==> src/rtl/kpd_pkg.sv <==
// Shared types and constants of the key press duration classifier.
// No dependencies; used by every module of the block.
package kpd_pkg;

  localparam int LIMIT_W     = 16;
  localparam int CFG_INDEX_W = 4;

  // Request kinds
  localparam logic KIND_TICK   = 1'b0;
  localparam logic KIND_SAMPLE = 1'b1;

  // Key event codes: base of each key, then +1 middle, +2 long
  localparam logic [3:0] EVENT_NONE      = 4'd0;
  localparam logic [3:0] EVENT_UP_BASE   = 4'd1;
  localparam logic [3:0] EVENT_DOWN_BASE = 4'd4;
  localparam logic [3:0] EVENT_MODE_BASE = 4'd7;
  localparam logic [3:0] EVENT_LAST      = 4'd9;

  // LED color hints
  localparam logic [1:0] LED_NO_CHANGE = 2'd0;
  localparam logic [1:0] LED_BLACK     = 2'd1;
  localparam logic [1:0] LED_WHITE     = 2'd2;
  localparam logic [1:0] LED_RED       = 2'd3;

  // Register indexes
  localparam logic [CFG_INDEX_W-1:0] REG_BOUNCE_LIMIT     = 4'd0;
  localparam logic [CFG_INDEX_W-1:0] REG_SHORT_LIMIT      = 4'd1;
  localparam logic [CFG_INDEX_W-1:0] REG_MIDDLE_LIMIT     = 4'd2;
  localparam logic [CFG_INDEX_W-1:0] REG_MODE_ACTIVE_HIGH = 4'd3;

  // Register reset values
  localparam logic [LIMIT_W-1:0] BOUNCE_LIMIT_RESET = 16'd50;
  localparam logic [LIMIT_W-1:0] SHORT_LIMIT_RESET  = 16'd1000;
  localparam logic [LIMIT_W-1:0] MIDDLE_LIMIT_RESET = 16'd3000;
  localparam logic               MODE_HIGH_RESET    = 1'b1;

  // Key positions in the level vector
  localparam int KEY_UP   = 0;
  localparam int KEY_DOWN = 1;
  localparam int KEY_MODE = 2;
  localparam int KEY_COUNT = 3;

  typedef struct packed {
    logic kind;
    logic up_level;
    logic down_level;
    logic mode_level;
    logic bt_working;
  } item_t;

  typedef struct packed {
    logic [3:0] key_event;
    logic [1:0] led_color;
    logic       mute_request;
    logic       restore_request;
  } result_t;

  typedef struct packed {
    logic [LIMIT_W-1:0] bounce_limit;
    logic [LIMIT_W-1:0] short_limit;
    logic [LIMIT_W-1:0] middle_limit;
    logic               mode_active_high;
  } cfg_t;

  function automatic logic [3:0] key_base(input logic [1:0] key);
    logic [3:0] base;
    case (key)
      2'd0:    base = EVENT_UP_BASE;
      2'd1:    base = EVENT_DOWN_BASE;
      2'd2:    base = EVENT_MODE_BASE;
      default: base = EVENT_NONE;
    endcase
    return base;
  endfunction

endpackage

==> src/rtl/kpd_cfg_regs.sv <==
// Configuration register file: limits and mode key polarity.
// Depends on kpd_pkg.
module kpd_cfg_regs (
  input  logic                             clk,
  input  logic                             rst,
  input  logic                             cfg_valid,
  output logic                             cfg_ready,
  input  logic [kpd_pkg::CFG_INDEX_W-1:0]  cfg_index,
  input  logic [kpd_pkg::LIMIT_W-1:0]      cfg_data,
  output kpd_pkg::cfg_t                    cfg
);
  import kpd_pkg::*;

  cfg_t regs;

  assign cfg_ready = !rst;
  assign cfg      = regs;

  always_ff @(posedge clk) begin
    if (rst) begin
      regs.bounce_limit     <= BOUNCE_LIMIT_RESET;
      regs.short_limit      <= SHORT_LIMIT_RESET;
      regs.middle_limit     <= MIDDLE_LIMIT_RESET;
      regs.mode_active_high <= MODE_HIGH_RESET;
    end else if (cfg_valid) begin
      case (cfg_index)
        REG_BOUNCE_LIMIT:     regs.bounce_limit     <= cfg_data;
        REG_SHORT_LIMIT:      regs.short_limit      <= cfg_data;
        REG_MIDDLE_LIMIT:     regs.middle_limit     <= cfg_data;
        REG_MODE_ACTIVE_HIGH: regs.mode_active_high <= cfg_data[0];
        default: ;
      endcase
    end
  end

endmodule

==> src/rtl/kpd_core.sv <==
// Update logic for one request: timer advance, key edges, classification.
// Depends on kpd_pkg.
module kpd_core #(
  parameter int TIMER_BITS = 16
) (
  input  kpd_pkg::item_t          item,
  input  kpd_pkg::cfg_t           cfg,
  input  logic [TIMER_BITS-1:0]   press_timer,
  input  logic                    timer_running,
  input  logic [2:0]              previous_levels,
  output logic [TIMER_BITS-1:0]   press_timer_next,
  output logic                    timer_running_next,
  output logic [2:0]              previous_levels_next,
  output kpd_pkg::result_t        result
);
  import kpd_pkg::*;

  localparam int CMP_W = (TIMER_BITS > LIMIT_W) ? TIMER_BITS : LIMIT_W;
  localparam logic [TIMER_BITS-1:0] TIMER_MAX = {TIMER_BITS{1'b1}};

  logic [2:0] levels;
  logic [2:0] pressed;

  assign levels  = {item.mode_level, item.down_level, item.up_level};
  assign pressed = {item.mode_level == cfg.mode_active_high,
                    !item.down_level, !item.up_level};

  always_comb begin
    logic [TIMER_BITS-1:0] t;
    logic                  run;
    logic [CMP_W-1:0]      t_ext;
    logic [CMP_W-1:0]      b_ext;
    logic [CMP_W-1:0]      s_ext;
    logic [CMP_W-1:0]      m_ext;

    t      = press_timer;
    run    = timer_running;
    t_ext  = '0;
    b_ext  = CMP_W'(cfg.bounce_limit);
    s_ext  = CMP_W'(cfg.short_limit);
    m_ext  = CMP_W'(cfg.middle_limit);
    result = '0;

    if (item.kind == KIND_TICK) begin
      if (run) begin
        if (t != TIMER_MAX) begin
          t = t + 1'b1;
        end
        t_ext = CMP_W'(t);
        if (t_ext <= b_ext) begin
          result.led_color = LED_BLACK;
        end else if (t_ext < s_ext) begin
          result.led_color = LED_NO_CHANGE;
        end else if (t_ext < m_ext) begin
          result.led_color = LED_WHITE;
        end else begin
          result.led_color = LED_RED;
        end
      end
    end else begin
      // Walk keys in order up, down, mode; each sees the timer left by the last
      for (int k = 0; k < KEY_COUNT; k++) begin
        t_ext = CMP_W'(t);
        if (levels[k] != previous_levels[k]) begin
          if (pressed[k]) begin
            run = 1'b1;
            t   = '0;
            if (!item.bt_working) begin
              result.mute_request = 1'b1;
            end
          end else begin
            if (t_ext > b_ext) begin
              if (t_ext < s_ext) begin
                result.key_event = key_base(k[1:0]);
              end else if (t_ext < m_ext) begin
                result.key_event = key_base(k[1:0]) + 4'd1;
              end else begin
                result.key_event = key_base(k[1:0]) + 4'd2;
              end
            end
            run = 1'b0;
            if (!item.bt_working) begin
              result.restore_request = 1'b1;
            end
          end
        end
      end
    end

    press_timer_next   = t;
    timer_running_next = run;
  end

  assign previous_levels_next = (item.kind == KIND_SAMPLE) ? levels : previous_levels;

endmodule

==> src/rtl/key_press_duration_classifier.sv <==
// Top level of the key press duration classifier: input register, update
// logic, key state and result register. Depends on kpd_pkg, kpd_cfg_regs, kpd_core.
//
//   channel   signals                              direction
//   item      item_valid/item_ready/item_data      requests in (tick or pin sample)
//   result    result_valid/result_ready/result_data one result per request out
//   cfg       cfg_valid/cfg_ready/cfg_index/cfg_data register writes in
//
// One request per cycle sustained while results are taken; a request passes through
// the input register, then is updated into the result register.
// Key state updates as a request moves from the input register to the result register.
// A stalled result holds the result register; the input register still takes a
// request while empty, then holds until the result register frees.
// Synchronous reset clears the valid flags and key state and sets the configuration registers to their defaults.
module key_press_duration_classifier #(
  parameter int TIMER_BITS = 16
) (
  input  logic                            clk,
  input  logic                            rst,
  input  logic                            item_valid,
  output logic                            item_ready,
  input  kpd_pkg::item_t                  item_data,
  output logic                            result_valid,
  input  logic                            result_ready,
  output kpd_pkg::result_t                result_data,
  input  logic                            cfg_valid,
  output logic                            cfg_ready,
  input  logic [kpd_pkg::CFG_INDEX_W-1:0] cfg_index,
  input  logic [kpd_pkg::LIMIT_W-1:0]     cfg_data
);
  import kpd_pkg::*;

  cfg_t                  cfg;
  logic                  stage_valid;
  item_t                 stage_item;
  logic                  advance;
  logic [TIMER_BITS-1:0] press_timer;
  logic [TIMER_BITS-1:0] press_timer_next;
  logic                  timer_running;
  logic                  timer_running_next;
  logic [2:0]            previous_levels;
  logic [2:0]            previous_levels_next;
  result_t               result_next;

  kpd_cfg_regs u_cfg_regs (
    .clk       (clk),
    .rst       (rst),
    .cfg_valid (cfg_valid),
    .cfg_ready (cfg_ready),
    .cfg_index (cfg_index),
    .cfg_data  (cfg_data),
    .cfg       (cfg)
  );

  kpd_core #(
    .TIMER_BITS (TIMER_BITS)
  ) u_core (
    .item                 (stage_item),
    .cfg                  (cfg),
    .press_timer          (press_timer),
    .timer_running        (timer_running),
    .previous_levels      (previous_levels),
    .press_timer_next     (press_timer_next),
    .timer_running_next   (timer_running_next),
    .previous_levels_next (previous_levels_next),
    .result               (result_next)
  );

  // Result register is free when empty or being taken
  assign advance    = !result_valid || result_ready;
  assign item_ready = !rst && (!stage_valid || advance);

  always_ff @(posedge clk) begin
    if (rst) begin
      stage_valid     <= 1'b0;
      result_valid    <= 1'b0;
      press_timer     <= '0;
      timer_running   <= 1'b0;
      previous_levels <= '0;
    end else begin
      if (item_valid && item_ready) begin
        stage_valid <= 1'b1;
      end else if (advance) begin
        stage_valid <= 1'b0;
      end
      if (advance) begin
        result_valid <= stage_valid;
      end
      if (stage_valid && advance) begin
        press_timer     <= press_timer_next;
        timer_running   <= timer_running_next;
        previous_levels <= previous_levels_next;
      end
    end
  end

  always_ff @(posedge clk) begin
    if (item_valid && item_ready) begin
      stage_item <= item_data;
    end
    if (stage_valid && advance) begin
      result_data <= result_next;
    end
  end

endmodule

==> config.mk <==
export PLATFORM = sky130hd
export DESIGN_NAME = key_press_duration_classifier
export DESIGN_NICKNAME = d
export VERILOG_FILES = /design/src/rtl/kpd_pkg.sv /design/src/rtl/kpd_cfg_regs.sv /design/src/rtl/kpd_core.sv /design/src/rtl/key_press_duration_classifier.sv
export SDC_FILE = /design/constraint.sdc
export NUM_CORES = 1
export LEC_CHECK = 0
export BUFFER_PORTS_ARGS = -buffer_cell sky130_fd_sc_hd__buf_4
export CORE_UTILIZATION = 45
export DETAILED_ROUTE_END_ITERATION = 8
export SLEW_MARGIN = 20
export SYNTH_ARGS = -nofsm -noshare
export SYNTH_HDL_FRONTEND = slang
export SYNTH_SLANG_ARGS = --single-unit
==> constraint.sdc <==
create_clock -name clk -period 5.2 [get_ports clk]
set_clock_uncertainty 0.2 [all_clocks]
set_input_delay 0.52 -clock clk [delete_from_list [all_inputs] [get_ports clk]]
set_output_delay 0.52 -clock clk [all_outputs]
set_load 0.01 [all_outputs]
==> flow_metrics.env, run 1 <==
export IMPL_syn_area_per_cell_um2=8.321
export IMPL_synthCells=939
export IMPL_grt_overflow=0
export IMPL_die_width_um=133.8
export IMPL_tns_ps=0
export IMPL_grt_max_degree=55
export IMPL_n_fill_cell=1702
export IMPL_synth_area_um2=7814
export IMPL_antenna_left=0
export IMPL_cts_sinks=84
export IMPL_power_density_nw_per_um2=165.8
export IMPL_r2r_cells=14
export IMPL_cts_resized_gates=0
export IMPL_clk_path_buf_depth=2
export IMPL_final_hold_viol_count=0
export IMPL_htreeDepth=3
export IMPL_ir_worst_vdd_v=0.0001447
export IMPL_cp_max_fo=13
export IMPL_synth_edf_count=13
export IMPL_dpl_cell_area_um2=8353
export IMPL_io_pins=41
export IMPL_grt_pass1_wl_um=37500
export IMPL_cts_tree="done"
export IMPL_tightest_slew_ps=916.9
export IMPL_synth_cell_types=64
export IMPL_leakage_nw=4.041
export IMPL_post_cts_setup_buffer_count=0
export IMPL_via_count=7000
export IMPL_layout_min_cycle_time_ps=4437
export IMPL_cp_end_kind="flop"
export IMPL_whs_ps=138.1
export IMPL_fin_nets=1189
export IMPL_layout_worst_path_cycle_share=0.8532
export IMPL_dp_hpwl_um=19320
export IMPL_maxSlewHeadroom=0.3887
export IMPL_design_area_um2=8626
export IMPL_arrival_ps=4350
export IMPL_coreArea_um2=16760
export IMPL_grt_pass1_vias=6425
export IMPL_slew_violations=0
export IMPL_ys_seq_elements=84
export IMPL_synthFlopType="dfxtp_1"
export IMPL_whs_path_depth=1
export IMPL_min_path_type="primary input to flop"
export IMPL_finalSetupViolCount=0
export IMPL_cts_root_buffer="clkbuf_16"
export IMPL_ctsHoldBuffers=0
export IMPL_antenna_found_initial=0
export IMPL_rsz0062_at_grt="no"
export IMPL_dieArea_um2=17890
export IMPL_cp_start_kind="flop"
export IMPL_wl_per_cell_um=19.99
export IMPL_n_antenna_cell=0
export IMPL_areaGrowthSynthToFinish_pct=10.39
export IMPL_grtUsageTotal=0.2784
export IMPL_crit_required_ps=5110
export IMPL_synth_async_reset_ratio=0
export IMPL_detail_route_wirelength_um=23950
export IMPL_fin_util=0.5147
export IMPL_fmax_mhz=225.4
export IMPL_rows=47
export IMPL_yosysWarnings=0
export IMPL_yosysSeqAreaShare=0.2319
export IMPL_power_total_mw=1.431
export IMPL_synthesis_nets=1154
export IMPL_clk_pin_slew_worst_paths_ps=70
export IMPL_clock_latency_ps=360
export IMPL_first_pass_iters=5
export IMPL_cap_violations=0
export IMPL_critical_path_class="flop to flop"
export IMPL_cts_buffers=9
export IMPL_post_drt_via_cell_ratio=5.843
export IMPL_dr_first_iter_drc_count=544
export IMPL_port_buffers=40
export IMPL_status="complete, no violations"
export IMPL_drc=0
export IMPL_layout_drive_gt1_share=0.08589
export IMPL_start_util=0.4662
export IMPL_gp_congestion=0.9282
export IMPL_die_y_um=133.8
==> state kept, by name (all words and copies together), names as in the netlist <==
signal,flops
previous_levels,3
u_cfg_regs.cfg,49
timer_running,1
stage_item,5
stage_valid,1
result_data,8
result_valid,1
press_timer,16
==> cells in the mapped netlist (all sizes together), types with 5 or more instances <==
library cell	n	area [um2]
ha	185	2315
nand2	109	409.1
a21oi	88	440.4
dfxtp	71	1421
nor2	59	221.5
inv	55	206.5
o21ai	42	210.2
nand4	29	196.4
o211ai	26	195.2
clkbuf	23	86.33
nand3	23	115.1
and3	22	140.1
nor3	18	90.09
and2	17	107.6
nor2b	16	100.1
a21o	15	112.6
a211oi	14	105.1
edfxtp	13	390.4
o21a	13	97.59
a22oi	12	90.09
xnor2	8	88.84
and4	7	63.81
nand2b	6	37.54
a2111oi	5	43.79
==> power by group <==
group | leakage, nW | switching, mW | internal, mW
registers | 0.700 | 0.00730 | 0.671
clock network | 0.129 | 0.302 | 0.326
logic | 3.21 | 0.0770 | 0.0472
==> worst max-delay path, stage by stage (launching register included) <==
cell      delay (ps)
dfxtp_1          590
and4_4           340
nand4_4          120
or4_4            550
and2b_2          250
nand4_1          100
xnor2_1          230
ha_1             330
a21o_1           160
a21o_1           170
a211oi_1         220
o21ai_0          140
o211ai_1         110
or4b_1           480
and3_1           200
==> path summary, 6_finish.rpt <==
| check | to | slack (ps) | from |
|---|---|---|---|
| min | stage_item[1] | 140 | item_data[1] |
| min reg2reg | u_cfg_regs.cfg[11] | 260 | u_cfg_regs.cfg[11] |
| max | result_data[3] | 760 | press_timer[3] |
| max reg2reg | result_data[3] | 760 | press_timer[3] |
==> cells by family after synthesis <==
family	Yosys count	share of synthesized area
XOR/XNOR	11	0.01473
flip-flops	84	0.2319
AO/OA/AOI/OAI	246	0.1987
multiplexers	6	0.008006
buffers and inverters	83	0.04275
adder cells (fa/ha/maj)	185	0.2962
AND/OR/NAND/NOR	324	0.2077
==> layout make-up <==
| type | instances | area, um2 | share of cell area |
|---|---|---|---|
| Multi-Input combinational cell | 772 | 5673 | 0.6577 |
| Sequential cell | 84 | 1812 | 0.2100 |
| Timing Repair Buffer | 51 | 382.9 | 0.04439 |
| Tap cell | 220 | 275.3 | 0.03191 |
| Clock buffer | 9 | 225.2 | 0.02611 |
| Inverter | 56 | 210.2 | 0.02437 |
| Clock inverter | 6 | 47.55 | 0.005512 |
==> cell usage in the layout, fill, tap and decap left out, types with 4 or more instances in the layout <==
cell type,count
nand3_1,23
a2111oi_0,5
and4_1,6
and2_1,15
buf_4,51
ha_1,185
nand2_1,109
dfxtp_1,71
a21oi_1,88
a21o_1,15
nand2b_1,6
mux2i_1,4
clkbuf_16,9
nor2_1,59
nor2b_1,16
nand4_1,28
a311oi_1,4
a22oi_1,12
o31ai_1,4
o211ai_1,26
and3_1,20
nor3_1,17
o21a_1,13
a211oi_1,14
inv_1,55
xnor2_1,7
o21ai_0,41
edfxtp_1,13
==> per-stage QoR <==
step	setup WS, ps	std cells
detailed placement	838.4	1183
CTS	814.2	1198
global route	479.1	1198
finish	763.2	1198
floorplan	1220	939
global placement	908.3	1183
==> per-layer routing <==
metal  share of wire  routed length [um]  global-route usage
met5               0                   0                   0
met4           0.033                 802              0.1149
met3           0.047                1117             0.04044
met2            0.44               10570              0.4260
met1            0.48               11460              0.3899
Power figures use the tool's default switching activity.
==> run 2: changes to the inputs <==
ABC_AREA = 1   (was default)
CORE_MARGIN = 2   (was default)
==> run 2 against run 1 <==
Effect of this change: critical path depth increased by 2; total power grew 28%; synthesized cell count increased by 15%; via count is 7.7% higher; sequential share of layout area shrank 0.34 points; clock power is 9.2% higher; die area grew 4.4%; flip-flop and latch count stayed put; core utilization fell by 0.61 points.
==> flow_metrics.env, run 2 <==
export IMPL_status="complete, no violations"
export IMPL_synthesis_nets=1298
export IMPL_whs_ps=132.3
export IMPL_layout_common_cells="nand2_1 (205), ha_1 (185), a21oi_1 (134)"
export IMPL_antenna_found_initial=0
export IMPL_clk_path_buf_depth=2
export IMPL_grt_max_degree=43
export IMPL_cts_resized_gates=0
export IMPL_layout_min_cycle_time_ps=3541
export IMPL_final_instance_count_excl_fill=1348
export IMPL_cp_max_fo=9
export IMPL_grtUsageTotal=0.2774
export IMPL_rsz0062_at_grt="no"
export IMPL_pwr_share_seq=0.385
export IMPL_critical_path_class="flop to flop"
export IMPL_clk_pin_slew_worst_paths_ps=70
export IMPL_final_hold_viol_count=0
export IMPL_cts_sinks=84
export IMPL_p_sw_frac=0.3282
export IMPL_cts_buffers=9
export IMPL_fmax_mhz=282.4
export IMPL_tightest_slew_ps=847.5
export IMPL_post_cts_setup_buffer_count=0
export IMPL_io_pins=41
export IMPL_fin_nets=1332
export IMPL_leakage_nw=4.292
export IMPL_tns_ps=0
export IMPL_switchingPower_mw=0.6004
export IMPL_wl_per_cell_um=18.48
export IMPL_ys_seq_elements=84
export IMPL_synth_most_common_cell="nand2_1"
export IMPL_drc=0
export IMPL_synth_top_area_frac=0.2923
export IMPL_cts_root_buffer="clkbuf_16"
export IMPL_yosysWarnings=0
export IMPL_crit_chain="ha_1 -> inv_1 -> nor3_2 -> inv_2 -> nor3_4 -> nand3_2 -> inv_2 -> nor2_1 -> xor2_1 -> ha_1 -> a21oi_1 -> a31oi_1 -> a2111oi_0 -> nand2_1 -> nand2_1 -> a21oi_1"
export IMPL_htreeDepth=3
export IMPL_max_stage_delay_ps=500
export IMPL_internal_power_mw=1.229
export IMPL_ir_worst_vdd_v=0.0001564
export IMPL_layout_worst_path_cycle_share=0.6809
export IMPL_combinationalPowerShare=0.240
export IMPL_cts_tree="done"
export IMPL_start_util=0.4595
export IMPL_grt_overflow=0
export IMPL_dieArea_um2=18680
export IMPL_via_count=7538
export IMPL_yosys_area_top_type="ha_1"
export IMPL_yosysSeqAreaShare=0.2288
export IMPL_synthFlopType="dfxtp_1"
export IMPL_gp_congestion=0.9587
export IMPL_synth_area_um2=7920
export IMPL_dp_hpwl_um=19660
export IMPL_placedCellCount=1331
export IMPL_die_y_um=136.7
export IMPL_grt_pass1_vias=7039
export IMPL_largest_register_ffs=49
export IMPL_grt_pass1_wl_um=38580
export IMPL_final_common_cell="nand2_1"
export IMPL_cp_end_kind="flop"
export IMPL_antenna_left=0
export IMPL_syn_area_per_cell_um2=7.313
export IMPL_min_path_type="primary input to flop"
export IMPL_port_buffers=40
export IMPL_dr_first_iter_drc_count=487
export IMPL_cp_start_kind="flop"
export IMPL_areaGrowthSynthToFinish_pct=10.68
export IMPL_clkPwrFrac=0.375
export IMPL_detail_route_wirelength_um=24910
export IMPL_synthTopCellsByArea="ha_1 (29%), dfxtp_1 (18%), nand2_1 (9.7%)"
export IMPL_synth_edf_count=13
export IMPL_synth_async_reset_ratio=0
export IMPL_clock_latency_ps=360
export IMPL_crit_required_ps=5100
export IMPL_rows=48
export IMPL_maxSlewHeadroom=0.4344
export IMPL_synth_cell_types=45
export IMPL_finalSetupViolCount=0
export IMPL_post_drt_via_cell_ratio=5.592
export IMPL_die_width_um=136.7
export IMPL_slew_violations=0
export IMPL_arrival_ps=3440
export IMPL_first_pass_iters=5
export IMPL_cap_violations=0
export IMPL_power_density_nw_per_um2=208.7
export IMPL_slowest_stage="dfxtp_1"
export IMPL_synth_common_cells="nand2_1 (205), ha_1 (185), a21oi_1 (135)"
export IMPL_power_total_mw=1.830
export IMPL_layout_drive_gt1_share=0.07754
export IMPL_ctsHoldBuffers=0
export IMPL_synthCells=1083
export IMPL_coreArea_um2=17240
run 2: cell types whose count changed in the layout (fill, tap and decap cells not counted), moves of 20 or more:
cell | before | now
nand2_1 | 109 | 205
a21oi_1 | 88 | 134
inv_1 | 55 | 120
and3_1 | 20 | 0
o21ai_0 | 41 | 84
nor2_1 | 59 | 94
run 2: layout make-up:
| class | instances | area, um2 |
|---|---|---|
| Fill cell | 1759 | 8471 |
| Multi-Input combinational cell | 849 | 5544 |
| Sequential cell | 84 | 1812 |
| Inverter | 127 | 476.7 |
| Timing Repair Buffer | 46 | 345.3 |
| Tap cell | 225 | 281.5 |
| Clock buffer | 11 | 242.7 |
| Clock inverter | 5 | 61.31 |
| Antenna cell | 1 | 2.502 |
run 2: critical path, delay by kind of cell, from the launching register on:
kind | cells | cell delay, ps
and+or+nand+nor | 6 | 750
xor gates and xnor gates | 1 | 330
adders and majority gates | 2 | 550
DFF | 1 | 500
buffers and inverters | 3 | 330
AOI/OAI and AO/OA | 4 | 610
run 2: power groups by stage:
stage / registers (mW) / clock network, mW / logic, mW
after floorplan: 0.712 / 0 / 0.293
after global placement: 0.718 / 0 / 0.429
after detailed placement: 0.718 / 0 / 0.434
after CTS: 0.704 / 0.696 / 0.437
after global routing: 0.707 / 0.716 / 0.501
final: 0.704 / 0.686 / 0.439
run 2: layer usage:
metal / routed length, um / global-route usage
met5: 0 / 0
met4: 839 / 0.1007
met3: 1259 / 0.04481
met2: 11520 / 0.4650
met1: 11290 / 0.3588
run 2: cells by family after synthesis:
family | synth area share
xor gates and xnor gates | 0.01280
buffers and inverters | 0.07172
and+or+nand+nor | 0.2000
DFF | 0.2288
AOI/OAI and AO/OA | 0.1945
adders and majority gates | 0.2923
run 2: per-stage QoR:
step	setup slack, ps	area, um2	utilization
global route	1411	8763	0.5084
floorplan	2169	7920	-
finish	1659	8766	0.5086
CTS	1719	8763	0.5084
global placement	1792	8459	0.4908
detailed placement	1747	8459	0.4908
run 2: path summary, 6_finish.rpt:
kind / start / endpoint / slack, ps / cells past startpoint
setup / recovery: press_timer[0] / result_data[2] / 1660 / 16
hold / removal: item_data[1] / stage_item[1] / 130 / 1
setup reg to reg: press_timer[0] / result_data[2] / 1660 / 16
hold reg to reg: stage_valid / result_valid / 280 / 2
==> run 3: changes to the inputs <==
clock period = 3.3 ns   (was 5.2 ns; I/O delays follow)
==> run 3 against run 2 <==
Effect of this change: fmax up 13%; worst hold slack worse by 130 ps; via count increased by 2.4%; core utilization increased by 3.5 points; worst setup slack worse by 1500 ps; largest power group unchanged; sequential share of layout area is 1.2 points lower; sequential power increased by 56%; critical path depth increased by 2; global-route usage up 0.39 points; total power grew 59%; non-clock buffer count increased by 52; design area rose by 6.9%.
==> flow_metrics.env, run 3 (same netlist as run 2, synthesis figures left out) <==
export IMPL_clk_pin_slew_worst_paths_ps=70
export IMPL_finalSetupViolCount=0
export IMPL_slew_violations=0
export IMPL_layout_drive_gt1_share=0.1380
export IMPL_cap_violations=0
export IMPL_post_drt_via_cell_ratio=5.519
export IMPL_grt_pass1_vias=7123
export IMPL_final_hold_viol_count=0
export IMPL_tightest_slew_ps=774.6
export IMPL_register_area_um2=1824
export IMPL_arrival_ps=3050
export IMPL_cts_sinks=84
export IMPL_ir_worst_vdd_v=0.0002540
export IMPL_placedCellCount=1370
export IMPL_die_width_um=136.7
export IMPL_antenna_left=0
export IMPL_grt_max_degree=42
export IMPL_gp_congestion=0.9736
export IMPL_rows=48
export IMPL_clock_latency_ps=360
export IMPL_dp_hpwl_um=20110
export IMPL_n_fill_cell=1735
export IMPL_largest_register_ffs=49
export IMPL_wl_per_cell_um=18.24
export IMPL_critical_path_class="flop to flop"
export IMPL_cp_max_fo=6
export IMPL_final_common_cell="nand2_1"
export IMPL_clkPwrFrac=0.353
export IMPL_pwr_share_seq=0.377
export IMPL_preCtsSetupSlack_ps=13.07
export IMPL_n_antenna_cell=0
export IMPL_design_area_um2=9369
export IMPL_combinationalPowerShare=0.270
export IMPL_via_count=7721
export IMPL_grt_pass1_wl_um=39210
export IMPL_port_buffers=40
export IMPL_layout_min_cycle_time_ps=3144
export IMPL_clk_path_buf_depth=2
export IMPL_crit_chain="ha_4 -> inv_2 -> nor3_4 -> inv_2 -> nor3_4 -> nand3_4 -> inv_4 -> nor2_2 -> xor2_2 -> ha_1 -> nand2_1 -> inv_2 -> nand2_2 -> a31oi_4 -> a2111oi_4 -> nand2_1 -> nand2_2 -> a21oi_2"
export IMPL_fin_util=0.5436
export IMPL_fin_nets=1384
export IMPL_leakage_nw=4.620
export IMPL_fin_ws_ps=155.7
export IMPL_p_sw_frac=0.3370
export IMPL_antenna_found_initial=0
export IMPL_status="complete, no violations"
export IMPL_grt_overflow=0
export IMPL_cts_tree="done"
export IMPL_htreeDepth=3
export IMPL_grtUsageTotal=0.2813
export IMPL_areaGrowthSynthToFinish_pct=18.29
export IMPL_layout_common_cells="nand2_1 (200), ha_1 (183), a21oi_1 (132)"
export IMPL_cts_buffers=9
export IMPL_crit_required_ps=3210
export IMPL_io_pins=41
export IMPL_fmax_mhz=318.0
export IMPL_die_y_um=136.7
export IMPL_min_path_type="primary input to flop"
export IMPL_cts_root_buffer="clkbuf_16"
export IMPL_start_util=0.4595
export IMPL_layout_worst_path_cycle_share=0.9528
export IMPL_slowest_stage="dfxtp_2"
export IMPL_max_stage_delay_ps=350
export IMPL_dieArea_um2=18680
export IMPL_power_total_mw=2.913
export IMPL_drc=0
export IMPL_final_instance_count_excl_fill=1399
export IMPL_switchingPower_mw=0.9818
export IMPL_coreArea_um2=17240
export IMPL_dpl_cell_area_um2=8765
export IMPL_multi_input_area_um2=5728
export IMPL_first_pass_iters=5
export IMPL_detail_route_wirelength_um=25510
export IMPL_cp_end_kind="flop"
export IMPL_power_density_nw_per_um2=310.9
export IMPL_maxSlewHeadroom=0.4830
export IMPL_internal_power_mw=1.931
export IMPL_cp_start_kind="flop"
export IMPL_dr_first_iter_drc_count=546
export IMPL_worst_path_most_repeated_cell="inv_2"
==> run 3: worst max-delay path, delay by kind of cell (launching register included) <==
family / cells / cell delay [ps]
flip-flops: 1 / 350
adder cells (fa/ha/maj): 2 / 450
buffers and inverters: 4 / 250
AND/OR/NAND/NOR: 8 / 900
AO/OA/AOI/OAI: 3 / 470
XOR/XNOR: 1 / 250
==> run 3: final timing paths <==
| path | start | to | slack, ps | depth (start not counted) |
|---|---|---|---|---|
| hold / removal | cfg_data[4] | u_cfg_regs.cfg[5] | 0.4 | 3 |
| setup / recovery | press_timer[1] | result_data[2] | 160 | 18 |
| hold reg to reg | stage_valid | result_valid | 270 | 2 |
| setup reg to reg | press_timer[1] | result_data[2] | 160 | 18 |
==> run 3: stage by stage <==
| stage | setup TNS, ps | hold WS (ps) |
|---|---|---|
| 2_1_floorplan | 0 | 228.9 |
| 3_3_place_gp | 0 | 266.0 |
| 3_5_place_dp | 0 | 271.0 |
| 4_1_cts | 0 | 1.009 |
| 5_1_grt | -13.04 | 24.92 |
| 6_report | 0 | 0.3501 |
==> run 3: power by group through the flow <==
stage	logic [mW]	clock network (mW)	registers (mW)
floorplan	0.462	0	1.12
global placement	0.740	0	1.12
detailed placement	0.749	0	1.12
CTS	0.759	1.04	1.10
global route	0.884	1.07	1.10
finish	0.787	1.03	1.10
==> run 3: layout make-up <==
class | instances | share of cell area
clock buffers | 12 | 0.02738
clock inverters | 4 | 0.003606
inverters | 127 | 0.05115
multi-input cells | 849 | 0.6114
flip-flops and latches | 84 | 0.1947
well taps | 225 | 0.03005
repair buffers | 98 | 0.08173
==> run 3: timing repair <==
item,CTS,global route
hold buffers,7,0
pin swaps,0,17
buffers inserted,0,6
setup endpoints to repair,1,4
cloned,0,0
endpoints found under the hold margin,8,0
gates resized for setup,1,44
==> run 3: layer usage <==
layer | vias to the layer above | wire length [um] | GRT usage
li1 | 3935 | - | -
met1 | 3563 | 11520 | 0.3704
met2 | 185 | 12160 | 0.4736
met3 | 38 | 1091 | 0.03222
met4 | 0 | 736 | 0.1019
met5 | - | 0 | 0
